[src/rtl/osf_pkg.sv]
`timescale 1ns / 1ps
// Shared types and constants of the observer state feedback block: gain table,
// control word layout and the microcode program. No dependencies.
package osf_pkg;

	localparam int WORD_BITS_DEF = 32;
	localparam int FRAC_BITS_DEF = 16;
	localparam int IO_W          = 32;
	localparam int KI_W          = 17;
	localparam int CLAMP_W       = 31;
	localparam int CFG_IDX_W     = 2;
	localparam int CFG_DATA_W    = 31;

	localparam logic [CFG_IDX_W-1:0] REG_INTEG_GAIN  = 2'd0;
	localparam logic [CFG_IDX_W-1:0] REG_CLAMP_ON    = 2'd1;
	localparam logic [CFG_IDX_W-1:0] REG_CLAMP_LIMIT = 2'd2;

	// Decimal gains in units of 1e-8: F row-major with G and B per row,
	// then K1..K5, then the integrator gain default.
	localparam int     NGAIN     = 24;
	localparam int     NGAIN_FIX = 23;
	localparam int     KI_IDX    = 23;
	localparam longint DEC_SCALE = 64'd100000000;
	localparam longint GAIN_DEC [NGAIN] = '{
		44058870,   -325957,   957373,  55941130,  2325957,    93307,
		 4789254,  12823289, 91391248,  -4789254, 87176711, 13676758,
		 1612799, -10614460, 75147729,  -1612799, 10614460, 24852271,
		12500000, 100000000, -170465281, -33244746, -85195044,
		 5555128
	};

	// Round a decimal gain to nearest at frac fraction bits, ties away from zero.
	function automatic longint gain_q(input int idx, input int frac);
		longint d;
		longint m;
		longint q;
		d = GAIN_DEC[idx];
		m = (d < 0) ? -d : d;
		q = ((m << frac) + DEC_SCALE / 2) / DEC_SCALE;
		return (d < 0) ? -q : q;
	endfunction

	localparam int STEP_W = 5;
	localparam int COEF_W = 5;
	localparam logic [COEF_W-1:0] COEF_KI = 5'd23;

	typedef enum logic [1:0] {
		COND_NONE = 2'd0,
		COND_IN   = 2'd1,
		COND_OUT  = 2'd2
	} cond_t;

	typedef enum logic [3:0] {
		SRC_E1    = 4'd0,
		SRC_E2    = 4'd1,
		SRC_E3    = 4'd2,
		SRC_ANG   = 4'd3,
		SRC_RATE  = 4'd4,
		SRC_DRV   = 4'd5,
		SRC_SP    = 4'd6,
		SRC_ERR   = 4'd7,
		SRC_INTEG = 4'd8
	} src_t;

	typedef enum logic [1:0] {
		ACC_FIRST = 2'd0,
		ACC_ADD   = 2'd1,
		ACC_INTEG = 2'd2
	} acc_mode_t;

	typedef enum logic [2:0] {
		DST_NONE  = 3'd0,
		DST_T1    = 3'd1,
		DST_T2    = 3'd2,
		DST_E3    = 3'd3,
		DST_INTEG = 3'd4,
		DST_OUT   = 3'd5
	} dest_t;

	typedef struct packed {
		cond_t             cond;
		logic              last;
		logic              mul_en;
		src_t              src;
		logic [COEF_W-1:0] coef;
		acc_mode_t         mode;
		dest_t             dest;
		logic              err_en;
		logic              commit_en;
	} ucode_t;

	// Accumulate-stage part of a control word, registered so that it acts in the cycle after the multiply.
	typedef struct packed {
		logic      mul_en;
		acc_mode_t mode;
		dest_t     dest;
	} acc_ctrl_t;

	function automatic ucode_t ucode_rom(input logic [STEP_W-1:0] step);
		ucode_t w;
		w = '{COND_NONE, 1'b1, 1'b0, SRC_E1, 5'd0, ACC_FIRST, DST_NONE, 1'b0, 1'b0};
		case (step)
			// wait for a request and latch it
			5'd0:  w = '{COND_IN,   1'b0, 1'b0, SRC_E1,    5'd0,  ACC_FIRST, DST_NONE,  1'b0, 1'b0};
			// observer row 1
			5'd1:  w = '{COND_NONE, 1'b0, 1'b1, SRC_E1,    5'd0,  ACC_FIRST, DST_NONE,  1'b0, 1'b0};
			5'd2:  w = '{COND_NONE, 1'b0, 1'b1, SRC_E2,    5'd1,  ACC_ADD,   DST_NONE,  1'b0, 1'b0};
			5'd3:  w = '{COND_NONE, 1'b0, 1'b1, SRC_E3,    5'd2,  ACC_ADD,   DST_NONE,  1'b0, 1'b0};
			5'd4:  w = '{COND_NONE, 1'b0, 1'b1, SRC_ANG,   5'd3,  ACC_ADD,   DST_NONE,  1'b0, 1'b0};
			5'd5:  w = '{COND_NONE, 1'b0, 1'b1, SRC_RATE,  5'd4,  ACC_ADD,   DST_NONE,  1'b0, 1'b0};
			5'd6:  w = '{COND_NONE, 1'b0, 1'b1, SRC_DRV,   5'd5,  ACC_ADD,   DST_T1,    1'b0, 1'b0};
			// observer row 2; the error uses the new first estimate
			5'd7:  w = '{COND_NONE, 1'b0, 1'b1, SRC_E1,    5'd6,  ACC_FIRST, DST_NONE,  1'b0, 1'b0};
			5'd8:  w = '{COND_NONE, 1'b0, 1'b1, SRC_E2,    5'd7,  ACC_ADD,   DST_NONE,  1'b1, 1'b0};
			5'd9:  w = '{COND_NONE, 1'b0, 1'b1, SRC_E3,    5'd8,  ACC_ADD,   DST_NONE,  1'b0, 1'b0};
			5'd10: w = '{COND_NONE, 1'b0, 1'b1, SRC_ANG,   5'd9,  ACC_ADD,   DST_NONE,  1'b0, 1'b0};
			5'd11: w = '{COND_NONE, 1'b0, 1'b1, SRC_RATE,  5'd10, ACC_ADD,   DST_NONE,  1'b0, 1'b0};
			5'd12: w = '{COND_NONE, 1'b0, 1'b1, SRC_DRV,   5'd11, ACC_ADD,   DST_T2,    1'b0, 1'b0};
			// observer row 3
			5'd13: w = '{COND_NONE, 1'b0, 1'b1, SRC_E1,    5'd12, ACC_FIRST, DST_NONE,  1'b0, 1'b0};
			5'd14: w = '{COND_NONE, 1'b0, 1'b1, SRC_E2,    5'd13, ACC_ADD,   DST_NONE,  1'b0, 1'b0};
			5'd15: w = '{COND_NONE, 1'b0, 1'b1, SRC_E3,    5'd14, ACC_ADD,   DST_NONE,  1'b0, 1'b0};
			5'd16: w = '{COND_NONE, 1'b0, 1'b1, SRC_ANG,   5'd15, ACC_ADD,   DST_NONE,  1'b0, 1'b0};
			5'd17: w = '{COND_NONE, 1'b0, 1'b1, SRC_RATE,  5'd16, ACC_ADD,   DST_NONE,  1'b0, 1'b0};
			5'd18: w = '{COND_NONE, 1'b0, 1'b1, SRC_DRV,   5'd17, ACC_ADD,   DST_E3,    1'b0, 1'b0};
			// integrator, and commit the first two estimates
			5'd19: w = '{COND_NONE, 1'b0, 1'b1, SRC_ERR,   COEF_KI, ACC_INTEG, DST_INTEG, 1'b0, 1'b1};
			// state feedback
			5'd20: w = '{COND_NONE, 1'b0, 1'b1, SRC_SP,    5'd18, ACC_FIRST, DST_NONE,  1'b0, 1'b0};
			5'd21: w = '{COND_NONE, 1'b0, 1'b1, SRC_INTEG, 5'd19, ACC_ADD,   DST_NONE,  1'b0, 1'b0};
			5'd22: w = '{COND_NONE, 1'b0, 1'b1, SRC_E1,    5'd20, ACC_ADD,   DST_NONE,  1'b0, 1'b0};
			5'd23: w = '{COND_NONE, 1'b0, 1'b1, SRC_E2,    5'd21, ACC_ADD,   DST_NONE,  1'b0, 1'b0};
			5'd24: w = '{COND_OUT,  1'b1, 1'b1, SRC_E3,    5'd22, ACC_ADD,   DST_OUT,   1'b0, 1'b0};
			default: w = '{COND_NONE, 1'b1, 1'b0, SRC_E1, 5'd0, ACC_FIRST, DST_NONE, 1'b0, 1'b0};
		endcase
		return w;
	endfunction

endpackage

[src/rtl/osf_if.sv]
`timescale 1ns / 1ps
// Valid/ready channels of the observer state feedback block: sample requests
// in, command results out. Depends on osf_pkg.
interface osf_in_if import osf_pkg::*; ();
	logic                   valid;
	logic                   ready;
	logic signed [IO_W-1:0] angle;
	logic signed [IO_W-1:0] rate;
	logic signed [IO_W-1:0] target;
	logic signed [IO_W-1:0] drive_level;

	modport source (output valid, output angle, output rate, output target,
		output drive_level, input ready);
	modport sink (input valid, input angle, input rate, input target,
		input drive_level, output ready);
endinterface

interface osf_out_if import osf_pkg::*; ();
	logic                   valid;
	logic                   ready;
	logic signed [IO_W-1:0] command;

	modport source (output valid, output command, input ready);
	modport sink (input valid, input command, output ready);
endinterface

[src/rtl/observer_state_feedback_axis_top.sv]
`timescale 1ns / 1ps
// Observer with state feedback and integral action for one attitude axis.
// Each request runs the 25-step microcode program: all 24 products through one
// shared multiplier and accumulator, the command registered after the last sum.
// The next request is taken at step 0; the last step holds while the output is full.
// Reset (arst_n low, asynchronous): estimates and integrator clear, registers
// take their defaults, the output empties and the sequencer waits at step 0.
module observer_state_feedback_axis_top import osf_pkg::*; #(
	parameter int WORD_BITS = WORD_BITS_DEF,
	parameter int FRAC_BITS = FRAC_BITS_DEF
) (
	input  logic                  clk,
	input  logic                  arst_n,
	input  logic                  cfg_we,
	input  logic [CFG_IDX_W-1:0]  cfg_idx,
	input  logic [CFG_DATA_W-1:0] cfg_data,
	osf_in_if.sink                in_ch,
	osf_out_if.source             out_ch
);

	// Coefficient width: gains stay below 2.0, the integrator gain is 17 bits unsigned.
	localparam int CW = (FRAC_BITS + 2 > KI_W + 1) ? FRAC_BITS + 2 : KI_W + 1;
	localparam int PW = WORD_BITS + CW;
	localparam int XW = (WORD_BITS > IO_W) ? WORD_BITS : IO_W;
	localparam int LW = ((WORD_BITS > CLAMP_W) ? WORD_BITS : CLAMP_W) + 2;

	localparam logic signed [WORD_BITS-1:0] W_MAX = {1'b0, {(WORD_BITS-1){1'b1}}};
	localparam logic signed [WORD_BITS-1:0] W_MIN = {1'b1, {(WORD_BITS-1){1'b0}}};
	localparam logic [KI_W-1:0]    KI_RST    = KI_W'(gain_q(KI_IDX, FRAC_BITS));
	localparam logic [CLAMP_W-1:0] LIMIT_RST = CLAMP_W'(65536);

	// Saturate a shifted product to the word.
	function automatic logic signed [WORD_BITS-1:0] sat_prod(input logic signed [PW-1:0] v);
		logic signed [WORD_BITS-1:0] r;
		if ((&v[PW-1:WORD_BITS-1]) || !(|v[PW-1:WORD_BITS-1])) r = v[WORD_BITS-1:0];
		else if (v[PW-1]) r = W_MIN;
		else r = W_MAX;
		return r;
	endfunction

	// Saturate a one-bit-grown sum to the word.
	function automatic logic signed [WORD_BITS-1:0] sat_sum(input logic [WORD_BITS:0] s);
		logic signed [WORD_BITS-1:0] r;
		if (s[WORD_BITS] != s[WORD_BITS-1]) r = s[WORD_BITS] ? W_MIN : W_MAX;
		else r = s[WORD_BITS-1:0];
		return r;
	endfunction

	// Bring a 32-bit port value into the word, saturating if the word is narrower.
	function automatic logic signed [WORD_BITS-1:0] in_sat(input logic signed [IO_W-1:0] x);
		logic signed [XW-1:0]        xe;
		logic signed [WORD_BITS-1:0] r;
		xe = XW'(x);
		if ((&xe[XW-1:WORD_BITS-1]) || !(|xe[XW-1:WORD_BITS-1])) r = xe[WORD_BITS-1:0];
		else if (xe[XW-1]) r = W_MIN;
		else r = W_MAX;
		return r;
	endfunction

	// Fixed gains, worked out at elaboration for this fraction width.
	logic signed [CW-1:0] gain_w [NGAIN_FIX];
	for (genvar g = 0; g < NGAIN_FIX; g++) begin : g_gain
		assign gain_w[g] = CW'(gain_q(g, FRAC_BITS));
	end

	// Configuration registers.
	logic [KI_W-1:0]    integ_gain_q;
	logic               clamp_on_q;
	logic [CLAMP_W-1:0] clamp_limit_q;

	// Sequencer.
	logic [STEP_W-1:0] step_q;
	ucode_t            uw;
	logic              go;
	logic              issue;
	logic              in_acc;
	acc_ctrl_t         ctrl_s1;

	// Latched request and state.
	logic signed [WORD_BITS-1:0] ang_q, rate_q, sp_q, drv_q;
	logic signed [WORD_BITS-1:0] est1_q, est2_q, est3_q, integ_q;
	logic signed [WORD_BITS-1:0] t1_q, t2_q, err_q, acc_q;

	// Datapath.
	logic signed [WORD_BITS-1:0] op_data;
	logic signed [CW-1:0]        op_coef;
	logic signed [PW-1:0]        prod_s1;
	logic signed [PW-1:0]        p_sh;
	logic signed [WORD_BITS-1:0] p_sat;
	logic signed [WORD_BITS-1:0] base;
	logic signed [WORD_BITS-1:0] sum;
	logic signed [LW-1:0]        sum_e;
	logic signed [LW-1:0]        lim_e;
	logic signed [WORD_BITS-1:0] acc_d;

	logic                   out_valid_q;
	logic signed [IO_W-1:0] cmd_q;

	// Fetch the control word of the current step.
	assign uw = ucode_rom(step_q);

	// Step 0 waits for a request; the last step waits until the output is free.
	always_comb begin
		case (uw.cond)
			COND_NONE: go = 1'b1;
			COND_IN:   go = in_ch.valid;
			COND_OUT:  go = !out_valid_q || out_ch.ready;
			default:   go = 1'b1;
		endcase
	end

	assign in_ch.ready = (uw.cond == COND_IN);
	assign in_acc      = in_ch.valid && in_ch.ready;
	assign issue       = go && uw.mul_en;

	// Select the multiplier operands.
	always_comb begin
		case (uw.src)
			SRC_E1:    op_data = est1_q;
			SRC_E2:    op_data = est2_q;
			SRC_E3:    op_data = est3_q;
			SRC_ANG:   op_data = ang_q;
			SRC_RATE:  op_data = rate_q;
			SRC_DRV:   op_data = drv_q;
			SRC_SP:    op_data = sp_q;
			SRC_ERR:   op_data = err_q;
			SRC_INTEG: op_data = integ_q;
			default:   op_data = '0;
		endcase
	end

	always_comb begin
		if (uw.coef == COEF_KI) op_coef = CW'({1'b0, integ_gain_q});
		else op_coef = gain_w[uw.coef];
	end

	// Accumulate stage: floor-shift and saturate the product, then load it or add it with saturation.
	// The integrator step adds onto the stored integrator and applies the clamp when it is on.
	always_comb begin
		p_sh  = prod_s1 >>> FRAC_BITS;
		p_sat = sat_prod(p_sh);
		base  = (ctrl_s1.mode == ACC_INTEG) ? integ_q : acc_q;
		if (ctrl_s1.mode == ACC_FIRST) sum = p_sat;
		else sum = sat_sum({base[WORD_BITS-1], base} + {p_sat[WORD_BITS-1], p_sat});
		sum_e = LW'(sum);
		lim_e = LW'({1'b0, clamp_limit_q});
		acc_d = sum;
		if (ctrl_s1.mode == ACC_INTEG && clamp_on_q) begin
			if (sum_e > lim_e) acc_d = WORD_BITS'(lim_e);
			else if (sum_e < -lim_e) acc_d = WORD_BITS'(-lim_e);
		end
	end

	// Control and state registers.
	always_ff @(posedge clk or negedge arst_n) begin
		if (!arst_n) begin
			step_q        <= '0;
			ctrl_s1       <= '{mul_en: 1'b0, mode: ACC_FIRST, dest: DST_NONE};
			out_valid_q   <= 1'b0;
			est1_q        <= '0;
			est2_q        <= '0;
			est3_q        <= '0;
			integ_q       <= '0;
			integ_gain_q  <= KI_RST;
			clamp_on_q    <= 1'b0;
			clamp_limit_q <= LIMIT_RST;
		end else begin
			// Advance, jump back after the last step, or hold on an unmet condition.
			if (go) step_q <= uw.last ? '0 : step_q + STEP_W'(1);
			ctrl_s1 <= '{mul_en: issue, mode: uw.mode, dest: uw.dest};

			// Commit the first two estimates once row 3 has read the old ones.
			if (go && uw.commit_en) begin
				est1_q <= t1_q;
				est2_q <= t2_q;
			end
			if (ctrl_s1.mul_en && ctrl_s1.dest == DST_E3) est3_q <= acc_d;
			if (ctrl_s1.mul_en && ctrl_s1.dest == DST_INTEG) integ_q <= acc_d;

			// Output register: fill on the final accumulate, drop when taken.
			if (ctrl_s1.mul_en && ctrl_s1.dest == DST_OUT) out_valid_q <= 1'b1;
			else if (out_ch.ready) out_valid_q <= 1'b0;

			if (cfg_we) begin
				case (cfg_idx)
					REG_INTEG_GAIN:  integ_gain_q  <= cfg_data[KI_W-1:0];
					REG_CLAMP_ON:    clamp_on_q    <= cfg_data[0];
					REG_CLAMP_LIMIT: clamp_limit_q <= cfg_data[CLAMP_W-1:0];
					default: ;
				endcase
			end
		end
	end

	// Payload registers.
	always_ff @(posedge clk) begin
		if (in_acc) begin
			ang_q  <= in_sat(in_ch.angle);
			rate_q <= in_sat(in_ch.rate);
			sp_q   <= in_sat(in_ch.target);
			drv_q  <= in_sat(in_ch.drive_level);
		end
		if (issue) prod_s1 <= PW'(op_data) * PW'(op_coef);
		if (ctrl_s1.mul_en) acc_q <= acc_d;
		if (ctrl_s1.mul_en && ctrl_s1.dest == DST_T1) t1_q <= acc_d;
		if (ctrl_s1.mul_en && ctrl_s1.dest == DST_T2) t2_q <= acc_d;
		// Error against the new first estimate, saturated.
		if (go && uw.err_en) err_q <= sat_sum({sp_q[WORD_BITS-1], sp_q} - {t1_q[WORD_BITS-1], t1_q});
		if (ctrl_s1.mul_en && ctrl_s1.dest == DST_OUT) cmd_q <= IO_W'(acc_d);
	end

	assign out_ch.valid   = out_valid_q;
	assign out_ch.command = cmd_q;

endmodule

[src/flat_wrapper.sv]
// flat-port wrapper written by rule: the top's interface ports become plain ports
module observer_state_feedback_axis_top_flat import osf_pkg::*;
#(
	parameter int WORD_BITS = WORD_BITS_DEF,
	parameter int FRAC_BITS = FRAC_BITS_DEF
)
  (clk, arst_n, cfg_we, cfg_idx, cfg_data, in_ch_valid, in_ch_angle, in_ch_rate, in_ch_target, in_ch_drive_level, in_ch_ready, out_ch_valid, out_ch_command, out_ch_ready);
  osf_in_if in_ch_i ();
  osf_out_if out_ch_i ();
  input  logic clk;
  input  logic arst_n;
  input  logic cfg_we;
  input  logic [CFG_IDX_W-1:0] cfg_idx;
  input  logic [CFG_DATA_W-1:0] cfg_data;
  input wire logic [$bits(in_ch_i.valid)-1:0] in_ch_valid;
  input wire logic [$bits(in_ch_i.angle)-1:0] in_ch_angle;
  input wire logic [$bits(in_ch_i.rate)-1:0] in_ch_rate;
  input wire logic [$bits(in_ch_i.target)-1:0] in_ch_target;
  input wire logic [$bits(in_ch_i.drive_level)-1:0] in_ch_drive_level;
  output wire logic [$bits(in_ch_i.ready)-1:0] in_ch_ready;
  output wire logic [$bits(out_ch_i.valid)-1:0] out_ch_valid;
  output wire logic [$bits(out_ch_i.command)-1:0] out_ch_command;
  input wire logic [$bits(out_ch_i.ready)-1:0] out_ch_ready;
  assign in_ch_i.valid = in_ch_valid;
  assign in_ch_i.angle = in_ch_angle;
  assign in_ch_i.rate = in_ch_rate;
  assign in_ch_i.target = in_ch_target;
  assign in_ch_i.drive_level = in_ch_drive_level;
  assign in_ch_ready = in_ch_i.ready;
  assign out_ch_valid = out_ch_i.valid;
  assign out_ch_command = out_ch_i.command;
  assign out_ch_i.ready = out_ch_ready;
  observer_state_feedback_axis_top #(.WORD_BITS(WORD_BITS), .FRAC_BITS(FRAC_BITS)) u_core (.clk(clk), .arst_n(arst_n), .cfg_we(cfg_we), .cfg_idx(cfg_idx), .cfg_data(cfg_data), .in_ch(in_ch_i), .out_ch(out_ch_i));
endmodule
[config.mk]
export PLATFORM = sky130hd
export DESIGN_NAME = observer_state_feedback_axis_top_flat
export DESIGN_NICKNAME = d
export VERILOG_FILES = /design/src/rtl/osf_pkg.sv /design/src/rtl/osf_if.sv /design/src/rtl/observer_state_feedback_axis_top.sv /design/src/flat_wrapper.sv
export SDC_FILE = /design/constraint.sdc
export NUM_CORES = 2
export LEC_CHECK = 0
export ABC_CLOCK_PERIOD_IN_PS = 8800
export BUFFER_PORTS_ARGS = -buffer_cell sky130_fd_sc_hd__clkbuf_2
export CAP_MARGIN = 40
export CORE_UTILIZATION = 58
export DETAILED_ROUTE_END_ITERATION = 12
export PLACE_DENSITY = 0.8
export SETUP_SLACK_MARGIN = 0.4
export SLEW_MARGIN = 20
export SYNTH_ARGS = -nofsm -noshare
export SYNTH_HDL_FRONTEND = slang
export SYNTH_SLANG_ARGS = --single-unit
[constraint.sdc]
create_clock -name clk -period 8.8 [get_ports clk]
set_input_delay 0.88 -clock clk [delete_from_list [all_inputs] [get_ports clk]]
set_output_delay 0.88 -clock clk [all_outputs]
set_load 0.05 [all_outputs]
==> summary.md <==
• run status: finished clean
• met2 Track Usage GR: 59.5%
• post-synthesis xor/xnor area fraction: 2.25%
• Max FO, Critical Path: 11
• Post-Synth Simple-Gate Area: 13.1%
• register-to-register setup slack: 0.07 ns
• routability congestion estimate: 1.03
• number of antenna violations at the first check in global routing: 4
• area delta synth->final: 21.7%
• fraction of the mapped netlist area in compound gates: 12.2%
• Post-Syn Area: 47200 sq um
• Inserted Clock Buffers: 47
• nature of the critical path startpoint: flip-flop
• FMAX: 114 MHz
• Iter 0 DRT Violations: 4753
• number of max-slew violations in the final report: 0
• clk_skew: 0.0201 ns
• maximum number of pins on one net before global-route repair: 75
• hold-fix buffer count after cts: 0
• clock-pin slew of the registers on the worst-case setup and hold paths: 0.07 ns
• routed length per instance: 24.4 um
• commonest cells after routing, fill and taps aside: inv_1 (759), nand2_1 (580), fa_1 (533)
• syn nets: 5806
• Core Region: 80500 sq um
• die area: 82400 sq um
• relative slew slack: 44.2%
• top_reg_cell synth: edfxtp_1
• Critical Path Most Common Cell: fa_1
• worst path required time: 9.21 ns
• post-synthesis adder-cell area fraction: 30.5%
• final critical-path share of the clock period: 99.2%
• distinct cell type count after synthesis: 109
• remaining global-route overflow: 0
• async set or reset register ratio after synthesis: 37.0%
• vias in the first global route: 40828
• Avg Synthesized Cell Area: 9.77 sq um
• remaining number of nets flagged by the antenna check after routing: 0
• clock root buffer master: clkbuf_16
• instance count of the mapped netlist: 4828
• count of vias placed by the detailed router: 40146
• Setup WS pre-CTS: -0.219 ns
• number of iterations in the first detailed-routing pass: 10
• I/O Pins: 200
• worst-case clock buffer depth: 3
• TritonCTS clock tree: yes
• CTS Sinks: 511
• delay of the slowest cell on the worst path: 0.53 ns
• number of maximum-capacitance constraint violations: 0
• share of the core filled with cells: 71.2%
• Largest Register: u_core.prod_s1
• count of buffers from port buffering: 199
• number of flip-flops in the largest register: 34
• EDFF count, synth: 322
• total global-route track usage: 38.0%
• most common library cell in the layout ignoring fill and taps: inv_1
• layer carrying the most global-route usage: met2
• DRC: 0
• DIE WIDTH: 287 um
• type of the tightest min-delay check: primary input to async pin
• met3 routing resource usage after global routing: 8.56%
• met1 Track Usage GR: 49.0%
• proportion of synthesized chip area in sequential cells: 30.6%
• Slew @ Worst Pin: 0.837 ns
• fraction of final layout cells sized beyond drive strength 1: 25.0%
• final-report hold violation count: 0
• vias per std cell: 6.17
• mux cell area share after synthesis: 3.11%
• post-detailed-placement half-perimeter wirelength: 117000 um
• total length of routed wires: 159000 um
• height of the die: 287 um
• largest family of logic cells by synthesized area: adder cells
• crit end category: flip-flop
• RSZ-0062 raised after global routing: yes
• Min Clock Period, post-route: 8.73 ns
• H-tree levels: 2
• final setup violation count: 0
• clock network latency to the later pin of the worst-skew pair: 0.59 ns
• arrival time worst endpoint: 9.14 ns
• initial core utilization: 58.5%
• worst-case setup margin in the final layout: 0.0662 ns
• slowest stage cell, crit path: fa_1
• global-route wire length before repair: 236000 um
• Min Hold Slack: 0.325 ns
• flip-flop and latch count after synthesis: 511
• number of warnings printed during yosys synthesis: 0
• Core Rows: 104
• number of nets in the final layout: 6384
• WS Path Type: flip-flop to flip-flop
• setup_tns: 0 ns
[logic make-up (layout without fill, tap and decap cells)]
kind of cell             count (synthesis)  count (layout)
AND/OR/NAND/NOR                       1400            1400
buffers and inverters                 1026            1643
AO/OA/AOI/OAI                          821             821
adder cells (fa/ha/maj)                818             818
flip-flops                             511             511
multiplexers                           131             131
XOR/XNOR                               121             121
other                                    0               2
[timing repair]
item / 4_1_cts / 5_1_grt
resized for setup: 253 / 221
endpoints found under the hold margin: 0 / 0
setup endpoints to repair: 26 / 109
pin swaps: 128 / 81
gates cloned: 10 / 1
buffers inserted: 86 / 32
[path summary, 6_finish.rpt]
path	from	to	cells past startpoint
worst min-delay path	arst_n	u_core.est2_q[0]$_DFFE_PN0P_	1
max in group asynchronous	arst_n	u_core.clamp_limit_q[30]$_DFFE_PN0P_	4
worst max register to register	u_core.step_q[0]$_DFFE_PN0P_	u_core.prod_s1[48]$_DFFE_PP_	37
min in group clk	in_ch_angle[7]	u_core.ang_q[7]$_DFFE_PP_	1
worst max-delay path	u_core.step_q[0]$_DFFE_PN0P_	u_core.prod_s1[48]$_DFFE_PP_	37
worst min register to register	u_core.t2_q[0]$_DFFE_PP_	u_core.est2_q[0]$_DFFE_PN0P_	2
[Yosys cell counts (all sizes together) (15+ instances only)]
master | instances | area (sq um)
a211oi | 23 | 178
a21o | 88 | 661
a21oi | 158 | 810
a22o | 27 | 236
a22oi | 98 | 736
a31oi | 41 | 272
and2 | 40 | 253
and3 | 30 | 188
buf | 48 | 253
clkbuf | 175 | 658
dfrtp | 181 | 4530
edfxtp | 322 | 9670
fa | 555 | 11100
ha | 257 | 3220
inv | 802 | 3010
mux2 | 123 | 1390
nand2 | 611 | 2290
nand2b | 38 | 238
nand3 | 45 | 225
nand4 | 28 | 175
nor2 | 419 | 1590
nor2b | 34 | 213
nor3 | 71 | 372
nor4 | 16 | 121
o21a | 45 | 338
o21ai | 158 | 802
o21bai | 15 | 113
or2 | 17 | 106
or3 | 22 | 138
xnor2 | 90 | 788
xor2 | 31 | 272
[critical path: cells and delay by family (launching register included)]
family | cells | cell delay [ns]
flops | 1 | 0.45
mux | 1 | 0.19
buf+inv | 10 | 1.31
fa+ha+maj | 8 | 3.45
simple gates | 7 | 0.80
compound gates | 11 | 2.31
[area by class of cell]
cell class / count / area [sq um]
multi-input combinational: 3291 / 30600
fill: 5481 / 23200
sequential: 511 / 14400
timing repair buffer: 752 / 6500
inverter: 803 / 3030
tap: 1060 / 1330
clock buffer: 68 / 1290
clock inverter: 20 / 203
antenna: 2 / 5.00
[layer usage]
| metal | part of all wire [%] | vias up | routed length [um] |
|---|---|---|---|
| met4 | 7.2 | 4 | 11500 |
| met5 | 0.023 | - | 37 |
| li1 | - | 17106 | - |
| met2 | 45 | 2678 | 71100 |
| met3 | 12 | 691 | 19000 |
| met1 | 36 | 19667 | 57200 |
[through the flow]
stage | area [sq um] | std cells
global placement | 52500 | 6273
global route | 57400 | 6505
floorplan | 47200 | 4828
finish | 57400 | 6507
CTS | 56200 | 6468
detailed placement | 52700 | 6284
Power is left out: the tool's default activity adds up to more than one toggle a clock period on the data nets, which glitch-free logic cannot reach.
